## src/cssp_pkg.sv

```systemverilog
package cssp_pkg;

    // Processor states per sample: user, nice, system, idle (lane 0 .. 3)
    localparam int STATE_COUNT = 4;
    localparam int TICK_W      = 32;
    localparam int SHARE_W     = 10;

    // Quotient bits of the rounding divide (shares never exceed 1000)
    localparam int QUO_BITS = 11;

    // 1000 * d = (d << 10) - (d << 4) - (d << 3)
    localparam int SHIFT_HI  = 10;
    localparam int SHIFT_MID = 4;
    localparam int SHIFT_LO  = 3;

    // Divider sequencer steps per lane: three setup steps, then one quotient bit per step
    localparam int STEP_W = 4;
    localparam logic [STEP_W-1:0] STEP_ADD_HI  = 4'd0;
    localparam logic [STEP_W-1:0] STEP_SUB_MID = 4'd1;
    localparam logic [STEP_W-1:0] STEP_SUB_LO  = 4'd2;
    localparam logic [STEP_W-1:0] STEP_LAST    = 4'd13;

    typedef struct packed {
        logic [TICK_W-1:0] user_ticks;
        logic [TICK_W-1:0] nice_ticks;
        logic [TICK_W-1:0] system_ticks;
        logic [TICK_W-1:0] idle_ticks;
    } sample_t;

    typedef struct packed {
        logic [SHARE_W-1:0] user_permille;
        logic [SHARE_W-1:0] nice_permille;
        logic [SHARE_W-1:0] system_permille;
        logic [SHARE_W-1:0] idle_permille;
    } share_t;

    typedef struct packed {
        logic load;
        logic shift;
    } delta_ctl_t;

endpackage

```

## src/cpu_state_share_permille.sv

```systemverilog
// The bit-serial delta pass runs over all COUNTER_WIDTH bits, then the shared divider works
// through the states in turn (3 setup steps, 11 quotient bits each) before the hand-off.
// A new sample is taken only after the previous one has been handed off.
// A finished share waits in its output register.
// Reset (rst_n, async, active low) clears the previous counts to zero and empties the output.
module cpu_state_share_permille #(
    parameter int COUNTER_WIDTH = 32
) (
    input  logic              clk,
    input  logic              rst_n,
    input  logic              sample_valid,
    output logic              sample_stall,
    input  cssp_pkg::sample_t sample,
    output logic              share_valid,
    input  logic              share_stall,
    output cssp_pkg::share_t  share
);
    import cssp_pkg::*;

    localparam int CW   = COUNTER_WIDTH;
    localparam int TW   = CW + $clog2(STATE_COUNT);
    localparam int CNTW = $clog2(CW);
    localparam logic [CNTW-1:0] CNT_LAST = CNTW'(CW - 1);

    // Control sequence: idle -> serial delta pass -> divider start -> divide -> hand off
    typedef enum logic [4:0] {
        ST_IDLE   = 5'b00001,
        ST_SHIFT  = 5'b00010,
        ST_START  = 5'b00100,
        ST_DIVIDE = 5'b01000,
        ST_DONE   = 5'b10000
    } state_t;

    state_t                              state_reg;
    state_t                              state_next;
    logic [CNTW-1:0]                     cnt_reg;
    logic                                share_valid_reg;
    share_t                              share_reg;
    logic                                in_xfer;
    logic                                out_load;
    delta_ctl_t                          dctl;
    logic [STATE_COUNT-1:0][CW-1:0]      now_vec;
    logic [STATE_COUNT-1:0][CW-1:0]      delta_vec;
    logic [TW-1:0]                       total;
    logic                                div_busy;
    logic [STATE_COUNT-1:0][SHARE_W-1:0] div_share;

    // Take a new sample only when nothing is in flight
    assign sample_stall = (state_reg != ST_IDLE);
    assign in_xfer      = sample_valid && !sample_stall;

    // Hand off once the output register is empty or being drained this cycle
    assign out_load = (state_reg == ST_DONE) && (!share_valid_reg || !share_stall);

    // Counters narrower or wider than the field width: drop or zero-fill upper bits
    always_comb
    begin
        now_vec[0] = CW'(sample.user_ticks);
        now_vec[1] = CW'(sample.nice_ticks);
        now_vec[2] = CW'(sample.system_ticks);
        now_vec[3] = CW'(sample.idle_ticks);
    end

    always_comb
    begin
        dctl.load  = in_xfer;
        dctl.shift = (state_reg == ST_SHIFT);
    end

    always_comb
    begin
        state_next = state_reg;
        unique case (state_reg)
            ST_IDLE:
                if (in_xfer)
                    state_next = ST_SHIFT;
            ST_SHIFT:
                if (cnt_reg == CNT_LAST)
                    state_next = ST_START;
            ST_START:
                state_next = ST_DIVIDE;
            ST_DIVIDE:
                if (!div_busy)
                    state_next = ST_DONE;
            ST_DONE:
                if (out_load)
                    state_next = ST_IDLE;
            default:
                state_next = ST_IDLE;
        endcase
    end

    always_ff @(posedge clk or negedge rst_n)
    begin
        if (!rst_n)
        begin
            state_reg       <= ST_IDLE;
            cnt_reg         <= '0;
            share_valid_reg <= 1'b0;
        end
        else
        begin
            state_reg <= state_next;
            // Advance the bit counter only during the serial pass
            if (state_reg == ST_SHIFT)
                cnt_reg <= cnt_reg + 1'b1;
            else
                cnt_reg <= '0;
            if (out_load)
                share_valid_reg <= 1'b1;
            else if (!share_stall)
                share_valid_reg <= 1'b0;
        end
    end

    // Output register; holds while the consumer stalls
    always_ff @(posedge clk)
    begin
        if (out_load)
        begin
            share_reg.user_permille   <= div_share[0];
            share_reg.nice_permille   <= div_share[1];
            share_reg.system_permille <= div_share[2];
            share_reg.idle_permille   <= div_share[3];
        end
    end

    assign share_valid = share_valid_reg;
    assign share       = share_reg;

    cssp_delta #(
        .CW(CW)
    ) u_delta (
        .clk   (clk),
        .rst_n (rst_n),
        .ctl   (dctl),
        .now   (now_vec),
        .delta (delta_vec),
        .total (total)
    );

    cssp_div #(
        .CW(CW)
    ) u_div (
        .clk   (clk),
        .rst_n (rst_n),
        .start (state_reg == ST_START),
        .delta (delta_vec),
        .total (total),
        .busy  (div_busy),
        .share (div_share)
    );

    a_idle_div_quiet: assert property (@(posedge clk) disable iff (!rst_n)
        state_reg == ST_IDLE |-> !div_busy)
        else $error("divider busy while idle");

    a_xfer_starts_pass: assert property (@(posedge clk) disable iff (!rst_n)
        in_xfer |=> state_reg == ST_SHIFT && cnt_reg == '0)
        else $error("sample transfer did not start the delta pass");

    a_start_sets_busy: assert property (@(posedge clk) disable iff (!rst_n)
        state_reg == ST_START |=> div_busy)
        else $error("divider did not start");

    a_share_from_done: assert property (@(posedge clk) disable iff (!rst_n)
        $rose(share_valid_reg) |-> $past(state_reg == ST_DONE))
        else $error("share presented without a finished divide");

endmodule

```

## src/cssp_delta.sv

```systemverilog
module cssp_delta #(
    parameter int CW = 32
) (
    input  logic                                          clk,
    input  logic                                          rst_n,
    input  cssp_pkg::delta_ctl_t                          ctl,
    input  logic [cssp_pkg::STATE_COUNT-1:0][CW-1:0]      now,
    output logic [cssp_pkg::STATE_COUNT-1:0][CW-1:0]      delta,
    output logic [CW+$clog2(cssp_pkg::STATE_COUNT)-1:0]   total
);
    import cssp_pkg::*;

    localparam int CBW  = $clog2(STATE_COUNT);
    localparam int SUMW = $clog2(2 * STATE_COUNT);
    localparam int TW   = CW + CBW;

    logic [STATE_COUNT-1:0][CW-1:0] now_reg;
    logic [STATE_COUNT-1:0][CW-1:0] prev_reg;
    logic [STATE_COUNT-1:0][CW-1:0] delta_reg;
    logic [STATE_COUNT-1:0]         borrow_reg;
    logic [STATE_COUNT-1:0]         borrow_next;
    logic [STATE_COUNT-1:0]         n_bit;
    logic [STATE_COUNT-1:0]         p_bit;
    logic [STATE_COUNT-1:0]         d_bit;
    logic [CBW-1:0]                 carry_reg;
    logic [SUMW-1:0]                col_sum;
    logic [CW-1:0]                  tot_reg;
    logic [TW-1:0]                  tot_raw;

    // Serial subtract per lane, LSB first; column sum of all lanes feeds the total
    always_comb
    begin
        col_sum = SUMW'(carry_reg);
        for (int i = 0; i < STATE_COUNT; i++)
        begin
            n_bit[i]       = now_reg[i][0];
            p_bit[i]       = prev_reg[i][0];
            d_bit[i]       = n_bit[i] ^ p_bit[i] ^ borrow_reg[i];
            borrow_next[i] = (~n_bit[i] & p_bit[i]) | (~(n_bit[i] ^ p_bit[i]) & borrow_reg[i]);
            col_sum        = col_sum + SUMW'(d_bit[i]);
        end
    end

    // All-zero progress is taken as a total of one
    assign tot_raw = {carry_reg, tot_reg};
    assign total   = (tot_raw == '0) ? TW'(1) : tot_raw;
    assign delta   = delta_reg;

    always_ff @(posedge clk or negedge rst_n)
    begin
        if (!rst_n)
        begin
            prev_reg   <= '0;
            borrow_reg <= '0;
            carry_reg  <= '0;
        end
        else if (ctl.load)
        begin
            borrow_reg <= '0;
            carry_reg  <= '0;
        end
        else if (ctl.shift)
        begin
            borrow_reg <= borrow_next;
            carry_reg  <= CBW'(col_sum >> 1);
            // Retire the old sample as the new one streams past
            for (int i = 0; i < STATE_COUNT; i++)
                prev_reg[i] <= {now_reg[i][0], prev_reg[i][CW-1:1]};
        end
    end

    always_ff @(posedge clk)
    begin
        if (ctl.load)
            now_reg <= now;
        else if (ctl.shift)
        begin
            tot_reg <= {col_sum[0], tot_reg[CW-1:1]};
            for (int i = 0; i < STATE_COUNT; i++)
            begin
                now_reg[i]   <= now_reg[i] >> 1;
                delta_reg[i] <= {d_bit[i], delta_reg[i][CW-1:1]};
            end
        end
    end

endmodule

```

## src/cssp_div.sv

```systemverilog
module cssp_div #(
    parameter int CW = 32
) (
    input  logic                                                clk,
    input  logic                                                rst_n,
    input  logic                                                start,
    input  logic [cssp_pkg::STATE_COUNT-1:0][CW-1:0]            delta,
    input  logic [CW+$clog2(cssp_pkg::STATE_COUNT)-1:0]         total,
    output logic                                                busy,
    output logic [cssp_pkg::STATE_COUNT-1:0][cssp_pkg::SHARE_W-1:0] share
);
    import cssp_pkg::*;

    localparam int TW = CW + $clog2(STATE_COUNT);
    localparam int NW = TW + QUO_BITS - 1;
    localparam int LW = $clog2(STATE_COUNT);
    localparam logic [LW-1:0] LANE_LAST = LW'(STATE_COUNT - 1);

    logic                                busy_reg;
    logic [LW-1:0]                       lane_reg;
    logic [STEP_W-1:0]                   step_reg;
    logic [TW-1:0]                       tot_reg;
    logic [NW-1:0]                       rem_reg;
    logic [NW-1:0]                       rem_next;
    logic [NW-1:0]                       dsh_reg;
    logic [NW-1:0]                       dsh_next;
    logic [QUO_BITS-1:0]                 q_reg;
    logic [QUO_BITS-1:0]                 q_next;
    logic [STATE_COUNT-1:0][SHARE_W-1:0] share_reg;
    logic [CW-1:0]                       d_sel;
    logic [NW-1:0]                       dx;
    logic [NW-1:0]                       half;
    logic [NW-1:0]                       diff;
    logic                                ge;

    always_comb
    begin
        d_sel  = delta[lane_reg];
        dx     = NW'(d_sel);
        half   = NW'(tot_reg >> 1);
        ge     = (rem_reg >= dsh_reg);
        diff   = rem_reg - dsh_reg;
        q_next = {q_reg[QUO_BITS-2:0], ge};
        rem_next = rem_reg;
        dsh_next = dsh_reg;
        case (step_reg)
            STEP_ADD_HI:
                rem_next = half + (dx << SHIFT_HI);
            STEP_SUB_MID:
                rem_next = rem_reg - (dx << SHIFT_MID);
            STEP_SUB_LO:
            begin
                rem_next = rem_reg - (dx << SHIFT_LO);
                dsh_next = NW'(tot_reg) << (QUO_BITS - 1);
            end
            default:
            begin
                rem_next = ge ? diff : rem_reg;
                dsh_next = dsh_reg >> 1;
            end
        endcase
    end

    always_ff @(posedge clk or negedge rst_n)
    begin
        if (!rst_n)
        begin
            busy_reg <= 1'b0;
            lane_reg <= '0;
            step_reg <= '0;
        end
        else if (start)
        begin
            busy_reg <= 1'b1;
            lane_reg <= '0;
            step_reg <= '0;
        end
        else if (busy_reg)
        begin
            if (step_reg == STEP_LAST)
            begin
                step_reg <= '0;
                if (lane_reg == LANE_LAST)
                    busy_reg <= 1'b0;
                else
                    lane_reg <= lane_reg + 1'b1;
            end
            else
                step_reg <= step_reg + 1'b1;
        end
    end

    always_ff @(posedge clk)
    begin
        if (start)
            tot_reg <= total;
        if (busy_reg)
        begin
            rem_reg <= rem_next;
            dsh_reg <= dsh_next;
            if (step_reg == STEP_SUB_LO)
                q_reg <= '0;
            else if (step_reg > STEP_SUB_LO)
                q_reg <= q_next;
            // Shift finished lanes down so lane 0 lands at index 0
            if (step_reg == STEP_LAST)
            begin
                share_reg[STATE_COUNT-1] <= q_next[SHARE_W-1:0];
                for (int i = 0; i < STATE_COUNT - 1; i++)
                    share_reg[i] <= share_reg[i+1];
            end
        end
    end

    assign busy  = busy_reg;
    assign share = share_reg;

endmodule
```

## config.mk

```make
export PLATFORM = sky130hd
export DESIGN_NAME = cpu_state_share_permille
export DESIGN_NICKNAME = d
export VERILOG_FILES = /design/src/cssp_pkg.sv /design/src/cpu_state_share_permille.sv /design/src/cssp_delta.sv /design/src/cssp_div.sv
export SDC_FILE = /design/constraint.sdc
export NUM_CORES = 1
export LEC_CHECK = 0
export BUFFER_PORTS_ARGS = -buffer_cell sky130_fd_sc_hd__clkbuf_2
export CAP_MARGIN = 5
export CORE_ASPECT_RATIO = 0.7
export CORE_UTILIZATION = 58
export CTS_CLUSTER_DIAMETER = 40
export DETAILED_ROUTE_END_ITERATION = 10
export PLACE_DENSITY = 0.72
export SYNTH_ARGS = -nofsm -noshare
export SYNTH_HDL_FRONTEND = slang
export SYNTH_SLANG_ARGS = --single-unit
```

## constraint.sdc

```tcl
create_clock -name clk -period 16.5 [get_ports clk]
set_input_delay 0 -clock clk [delete_from_list [all_inputs] [get_ports clk]]
set_output_delay 0 -clock clk [all_outputs]
set_load 0.01 [all_outputs]
```

## After elaboration in Yosys (flattened, before gate mapping)

Index checks and enable logic that the tools add are counted.

| operators by class | value |
|---|---|
| add/subtract/negate cells | 11 |
| multiplexer cells | 31 |
| reduce and logical (&&, ||, !) cells | 21 |
| $lt $le $gt $ge | 3 |
| equality and inequality tests | 17 |
| bitwise operators | 30 |

Operator list:

| kind | count |
|---|---|
| $mux 128 | 2 |
| $pmux 44 s3 | 1 |
| $pmux 44 s2 | 1 |
| $bmux 32 s2 | 1 |
| $ge 44x44->1 | 1 |
| $mux 44 | 1 |
| $sub 44x35->44 | 1 |
| $sub 44x36->44 | 1 |
| $sub 44x44->44 | 1 |
| $add 33x42->43 | 1 |
| $logic_not 34->1 | 1 |
| $mux 32 | 1 |
| $mux 5 | 5 |
| $pmux 5 s5 | 1 |
| $mux 4 | 5 |
| $mux 2 | 6 |
| $eq 5x5->1 const B | 2 |
| $not 1->1 | 10 |
| $reduce_and 2->1 | 5 |
| $add 3x1->3 | 3 |
| $mux 9 | 1 |
| $and 1x1->1 | 8 |
| $reduce_bool 2->1 | 4 |
| $xor 1x1->1 | 8 |
| 27 further kinds | 42 |

| storage, ports and cells | value |
|---|---|
| input bits | 132 |
| word-level logic and storage cells | 146 |
| output and inout bits | 42 |
| register bits | 651 |

## Longest topological paths before layout

| logic depth | value |
|---|---|
| depth after elaboration | 8 |
| depth in mapped cells | 16 |
| depth with buffers taken out | 13 |

## By module

A second synthesis with hierarchy kept.

| second synthesis, totals | value |
|---|---|
| cells, all modules | 2734 |
| area, all modules | 32606.3 sq um |

Modules (own cells, without submodules):

| module | instances | seq. area each (sq um) | area each (sq um) | cells an instance |
|---|---|---|---|---|
| cssp_delta | 1 | 12001.5 | 15616.2 | 1051 |
| cssp_div | 1 | 5310.1 | 15245.9 | 1591 |
| cpu_state_share_permille | 1 | 1477.7 | 1744.2 | 92 |

## Least setup slack after synthesis

No wires, ideal clock.

| timing path | value |
|---|---|
| path type | register -> register |
| start point | register state_reg[3] |
| end point | register u_delta.delta_reg, in the netlist u_delta.delta[0] (enable) |
| buffers on the path | 1 |
| path slack | 10.598 ns |
| data required time | 15.912 ns |
| stages on the path, launching flop included | 5 |
| data arrival time | 5.314 ns |
| library setup time | 0.588 ns |
| period minus slack after synthesis | 5.902 ns |
| cell sequence | dfrtp_1 nor3_1 nand3b_1 inv_2 clkbuf_1 |

| on the way | value |
|---|---|
| longest elaborated chain between the ends | 5 |
| elaborated cells on any way between the ends | 6 |
| classes of those cells | eq/ne: 2; bitwise: 1; reduce/logical: 3 |

RTL lines:

| what | line | text |
|---|---|---|
| from (decl) | cpu_state_share_permille.sv:34 | `state_t state_reg;` |
| from (signal assigned) | cpu_state_share_permille.sv:103 | `state_reg <= state_next;` |
| $ne 5x1->1 | cpu_state_share_permille.sv:49 | `assign sample_stall = (state_reg != ST_IDLE);` |
| $logic_not 1->1 | cpu_state_share_permille.sv:50 | `assign in_xfer = sample_valid && !sample_stall;` |
| $logic_and 1x1->1 | cpu_state_share_permille.sv:50 |  |
| $not 1->1 (no line) | n/a |  |
| $reduce_and 2->1 (no line) * | n/a |  |
| to (signal, indexed assignment) | cssp_delta.sv:82 | `delta_reg[i] <= {d_bit[i], delta_reg[i][CW-1:1]};` |
| to (decl) | cssp_delta.sv:19 | `logic [STATE_COUNT-1:0][CW-1:0] delta_reg;` |

Every way passes the cells marked *; elsewhere a longest branch is shown, timed or not.
A chain may end at the register's enable or synchronous reset.

## Worst setup path after layout

| timing path | value |
|---|---|
| start point | register u_div.lane_reg[0] |
| end point | register u_div.rem_reg[30], data pin |

| on the way | value |
|---|---|
| longest elaborated chain between the ends | 4 |
| elaborated cells on any way between the ends | 6 |
| classes of those cells | add/sub: 3; mux: 3 |

RTL lines:

| what | line | text |
|---|---|---|
| from (decl) | cssp_div.sv:20 | `logic [LW-1:0] lane_reg;` |
| from (signal assigned) | cssp_div.sv:86 | `lane_reg <= lane_reg + 1'b1;` |
| $bmux 32 s2 * | cssp_div.sv:38 | `d_sel = delta[lane_reg];` |
| $mux 32 (implied by the code) * | cssp_div.sv:38 |  |
| $sub 44x35->44, or another cell as far along | cssp_div.sv:53 | `rem_next = rem_reg - (dx << SHIFT_LO);` |
| $pmux 44 s3 * | cssp_div.sv:46 | `case (step_reg)` |
| via u_div.rem_next[30] | cssp_div.sv:24 | `logic [NW-1:0] rem_next;` |
| to (signal assigned) | cssp_div.sv:99 | `rem_reg <= rem_next;` |
| to (decl) | cssp_div.sv:23 | `logic [NW-1:0] rem_reg;` |

Mark *: on every way through the listed nets, which the timed path passes. The rest lies on a longest branch. The select of a mux whose other input is x is not followed.

==> results summary <==
Across the VDD grid, the largest voltage drop is 126 µV. The maximum number of pins on one net before global-route repair is 130. The longest clock path from root to sink contains 3 buffers. The congestion estimate from routability-driven global placement came to 1.04. The flip-flop count of the largest register, all copies and words added came out at 128. The biggest area contributor in the post-synthesis netlist is sky130_fd_sc_hd__edfxtp_1. Summed over its instances, the top area cell type makes up 45.5% of the synthesized netlist area. The final route contains 24500 vias. The final worst-path cycle share came out at 30.8%.

Among the stages of the critical path, the cell type that occurs most often is sky130_fd_sc_hd__o31ai_1. The fraction of final layout cells with drive strength greater than 1 is 16.7%. The worst-case headroom to the max-slew limit is 23.2%.

Of the total power, the share spent switching nets is 32.4%. The worst-case setup slack after placement is 11.55 ns. The placement row count came out at 72.

The flow ran to the end, and the final reports show no timing, DRC or antenna violations. The net load switching power is 1.78 mW. Setup slack on the critical path of the routed design comes to 11.43 ns. The final non-filler cell area is 38300 µm². Measured in cells, the most critical reg-to-reg path has a length of 13. The max-slew violation count was 0. The global-route usage over all layers came out at 34.2%. In this run the worst hold path is classified as primary input to asynchronous set/reset pin.

The count of final hold-check violations came out at 0. The area added between synthesis and finish came out at 16.2%. The max-cap check violation count came out at 0. The endpoint kind of the worst setup timing path is a flop. The startpoint identified for the worst register-to-register timing path is u_div.lane_reg[0].

The instance count of the mapped netlist is 2865. The number of global-route vias before repair is 24200. Traced cell by cell, the critical path runs through buf_4 > mux4_2 > inv_1 > ha_1 > nor2b_1 > o31ai_1 > a211o_1 > a31oi_2 > a311oi_1 > o31ai_1 > xor2_1 > a221oi_1 > o21ai_0.

After synthesis, the cell types taking the most area are sky130_fd_sc_hd__edfxtp_1 (45%), sky130_fd_sc_hd__dfrtp_1 (11%), sky130_fd_sc_hd__nand2_1 (6.3%), sky130_fd_sc_hd__ha_1 (5.3%), sky130_fd_sc_hd__mux2_2 (4.3%). The count of pins on the block boundary is 174. In the routed layout, each cell is associated on average with a via count of 6.24. Clock tree synthesis selected as its root buffer the cell sky130_fd_sc_hd__clkbuf_16.

The Yosys step of the flow raised 0 warnings. The clock tree from TritonCTS is yes. The final routed wirelength across all metal layers is 98.1 mm. Of all nets on the critical path, the largest fanout is 35. The worst setup skew after layout came out at 0.0458 ns.

Detailed placement ended at an HPWL of 67.7 mm. Counting the buffers created by CTS gives 76. The worst register-to-register path ends at u_div.rem_reg[30]. The leakage dissipation came out at 15.5 nW. The worst setup path is launched from a flop. The most critical setup path has its startpoint at u_div.lane_reg[0]. The floorplan step defined a die boundary enclosing 57800 µm². The slowest library cell on the worst path is sky130_fd_sc_hd__mux4_2.

Registers take 18800 µm². The critical path is of the flop to flop type. The reg-to-reg setup timing slack is 11.43 ns. Measured along the y axis, the die boundary spans 201 µm. The DRC violation count after routing is 0. The transition time of the tightest slew-check pin came out at 1.15 ns. The number of setup violations in the final report came out at 0. The number of nets in the finished design came out at 3401. The aggregate global routing overflow is 0. After synthesis, the share of flip-flops with an asynchronous set or reset is 23.3%. The data required time of the critical path is 16.81 ns.

The portion of total power attributed to combinational logic is 25.2%. Synthesis inferred 651 register bits. The overall power consumption is 5.51 mW. The count of cells resized by post-cts repair is 0. The starting density of the core is 59.2%.

The destination of the critical timing path is u_div.rem_reg[30]. The number of synthesized flops with an enable pin came out at 499. The final period demand of the worst path came out at 5.07 ns.

The cell internal power dissipation is 3.73 mW. The tree built by TritonCTS fans out to 651 sinks. For this run, the share of the core covered by cells in the final layout is 68.8%.

The summed instance area of the synthesized netlist came out at 33000 µm². The post-synthesis sequential area ratio is 57.0%. The standard cell core area is 55700 µm².

The summed negative setup slack over all endpoints came out at 0 ns. The number of library cell types mapped by synthesis came out at 92. The areal power density over the cells is 144 nW/µm². The number of levels in the clock H-tree came out at 3.

For this run, the slowest stage of the critical path takes 0.65 ns. The global-route wire length before repair is 148 mm. The number of antenna violations at the first check in global routing is 5. The length of the first detailed-routing pass in iterations came out at 6.

The primary flip-flop cell chosen by synthesis mapping is sky130_fd_sc_hd__edfxtp_1. The clock network power share came out at 30.3%. The source-to-sink clock delay at the later pin of the worst-skew pair is 0.65 ns. The detailed-route wire length per cell is 25.0 µm. The synthesized area divided by synthesized cell count came out at 11.5 µm². The standard cell area after detailed placement came out at 34400 µm².

The net count after synthesis is 3147. The register share of total power came out at 44.4%. The total of buffers placed on input and output ports came out at 173.

Setup repair after global routing left no endpoint under its margin. The clock-pin slew on the worst setup and hold paths came out at 0.08 ns. At the worst endpoint, the arrival time is 5.39 ns.

The die width came out at 287 µm. The filler cell count came out at 3916. The area occupied by multi-input gates is 13200 µm². The maximum achievable frequency came out at 197 MHz. The first-iteration detailed-routing DRC count came out at 3244. The final antenna-violating net count came out at 0.
==> per-layer routing <==
| layer | up-vias | GRT usage, % | wire length [µm] |
|---|---|---|---|
| li1 | 10900 | - | - |
| met3 | 170 | 9.51 | 10700 |
| met4 | 2 | 8.62 | 2310 |
| met5 | - | 0 | 12 |
| met2 | 1333 | 48.2 | 40800 |
| met1 | 12000 | 52.2 | 44300 |
==> power groups by stage <==
stage / combinational, mW / sequential, mW / clock, mW
floorplan: 0.954 / 2.43 / 0
global placement: 1.27 / 2.43 / 0
detailed placement: 1.29 / 2.44 / 0
CTS: 1.33 / 2.42 / 1.68
global route: 1.49 / 2.47 / 1.75
finish: 1.39 / 2.45 / 1.67
==> per-stage QoR <==
step / instances / hold slack, ns
floorplan: 2865 / -0.296
global placement: 3647 / 0.0872
detailed placement: 3647 / 0.114
CTS: 3921 / 0.0391
global route: 3921 / 0.0660
finish: 3922 / 0.00511
==> cells in the mapped netlist (33+ instances only) <==
library cell	n
sky130_fd_sc_hd__o21ai_0	131
sky130_fd_sc_hd__nand3_1	39
sky130_fd_sc_hd__inv_1	121
sky130_fd_sc_hd__nand2_1	556
sky130_fd_sc_hd__a21o_1	64
sky130_fd_sc_hd__dfrtp_1	151
sky130_fd_sc_hd__edfxtp_1	499
sky130_fd_sc_hd__a21oi_1	162
sky130_fd_sc_hd__mux2_2	126
sky130_fd_sc_hd__xnor2_1	74
sky130_fd_sc_hd__nor2_1	112
sky130_fd_sc_hd__nand4_1	33
sky130_fd_sc_hd__clkbuf_1	126
sky130_fd_sc_hd__ha_1	139
sky130_fd_sc_hd__xor2_1	45
==> area by class of cell <==
type | instances | area share [%]
Sequential cell | 651 | 49.1
Multi-Input combinational cell | 1936 | 34.4
Timing Repair Buffer | 332 | 6.27
Clock buffer | 94 | 5.33
Tap cell | 740 | 2.42
Clock inverter | 46 | 1.27
Inverter | 122 | 1.22
Antenna cell | 1 | 0.00654
==> how the worst min path moves through the flow <==
stage	slack, ns	to	startpoint
6_report	0.005	u_delta.carry_reg[0]	rst_n
4_1_cts	0.04	u_delta.prev_reg[121]	rst_n
5_1_grt	0.07	u_delta.carry_reg[0]	rst_n
3_3_place_gp	0.09	share_valid	rst_n
3_5_place_dp	0.11	state_reg[4]	rst_n
2_1_floorplan	-0.30	cnt_reg[0]	rst_n
==> logic make-up (layout without fill, tap and decap cells) <==
group,Yosys count,after routing,share of synthesized area (%)
AO/OA/AOI/OAI,597,597,11.8
multiplexers,165,165,6.67
flip-flops,651,651,57.0
buffers and inverters,278,594,3.27
other,0,1,0
adder cells (fa/ha/maj),150,150,5.95
XOR/XNOR,119,119,3.16
AND/OR/NAND/NOR,905,905,12.1
==> layout by cell type, fill, tap and decap left out, types with 23 or more instances in the layout <==
master,n
sky130_fd_sc_hd__ha_1,139
sky130_fd_sc_hd__mux2_2,126
sky130_fd_sc_hd__mux4_2,31
sky130_fd_sc_hd__xor2_1,45
sky130_fd_sc_hd__buf_4,25
sky130_fd_sc_hd__a21o_1,64
sky130_fd_sc_hd__clkbuf_16,77
sky130_fd_sc_hd__a21oi_1,159
sky130_fd_sc_hd__xnor2_1,74
sky130_fd_sc_hd__dlygate4sd3_1,134
sky130_fd_sc_hd__clkbuf_2,172
sky130_fd_sc_hd__o21a_1,25
sky130_fd_sc_hd__nor3_1,29
sky130_fd_sc_hd__inv_1,121
sky130_fd_sc_hd__nor2_1,110
sky130_fd_sc_hd__edfxtp_1,499
sky130_fd_sc_hd__dfrtp_1,150
sky130_fd_sc_hd__and3_1,23
sky130_fd_sc_hd__nand2_1,553
sky130_fd_sc_hd__nand4_1,33
sky130_fd_sc_hd__o21ai_0,131
sky130_fd_sc_hd__nand3_1,39
==> critical path, delay by kind of cell, from the launching register on <==
| family | cells | cell delay (ns) |
|---|---|---|
| AO/OA/AOI/OAI | 7 | 2.44 |
| buffers and inverters | 2 | 0.73 |
| multiplexers | 1 | 0.65 |
| flip-flops | 1 | 0.34 |
| adder cells (fa/ha/maj) | 1 | 0.26 |
| XOR/XNOR | 1 | 0.16 |
| AND/OR/NAND/NOR | 1 | 0.14 |
==> what timing repair did <==
item	4_1_cts	5_1_grt
endpoints found under the setup margin	0	0
hold buffers	134	0
buffers inserted	0	0
hold endpoints to repair	215	0
Note: power is estimated with default switching activity, not from simulation.
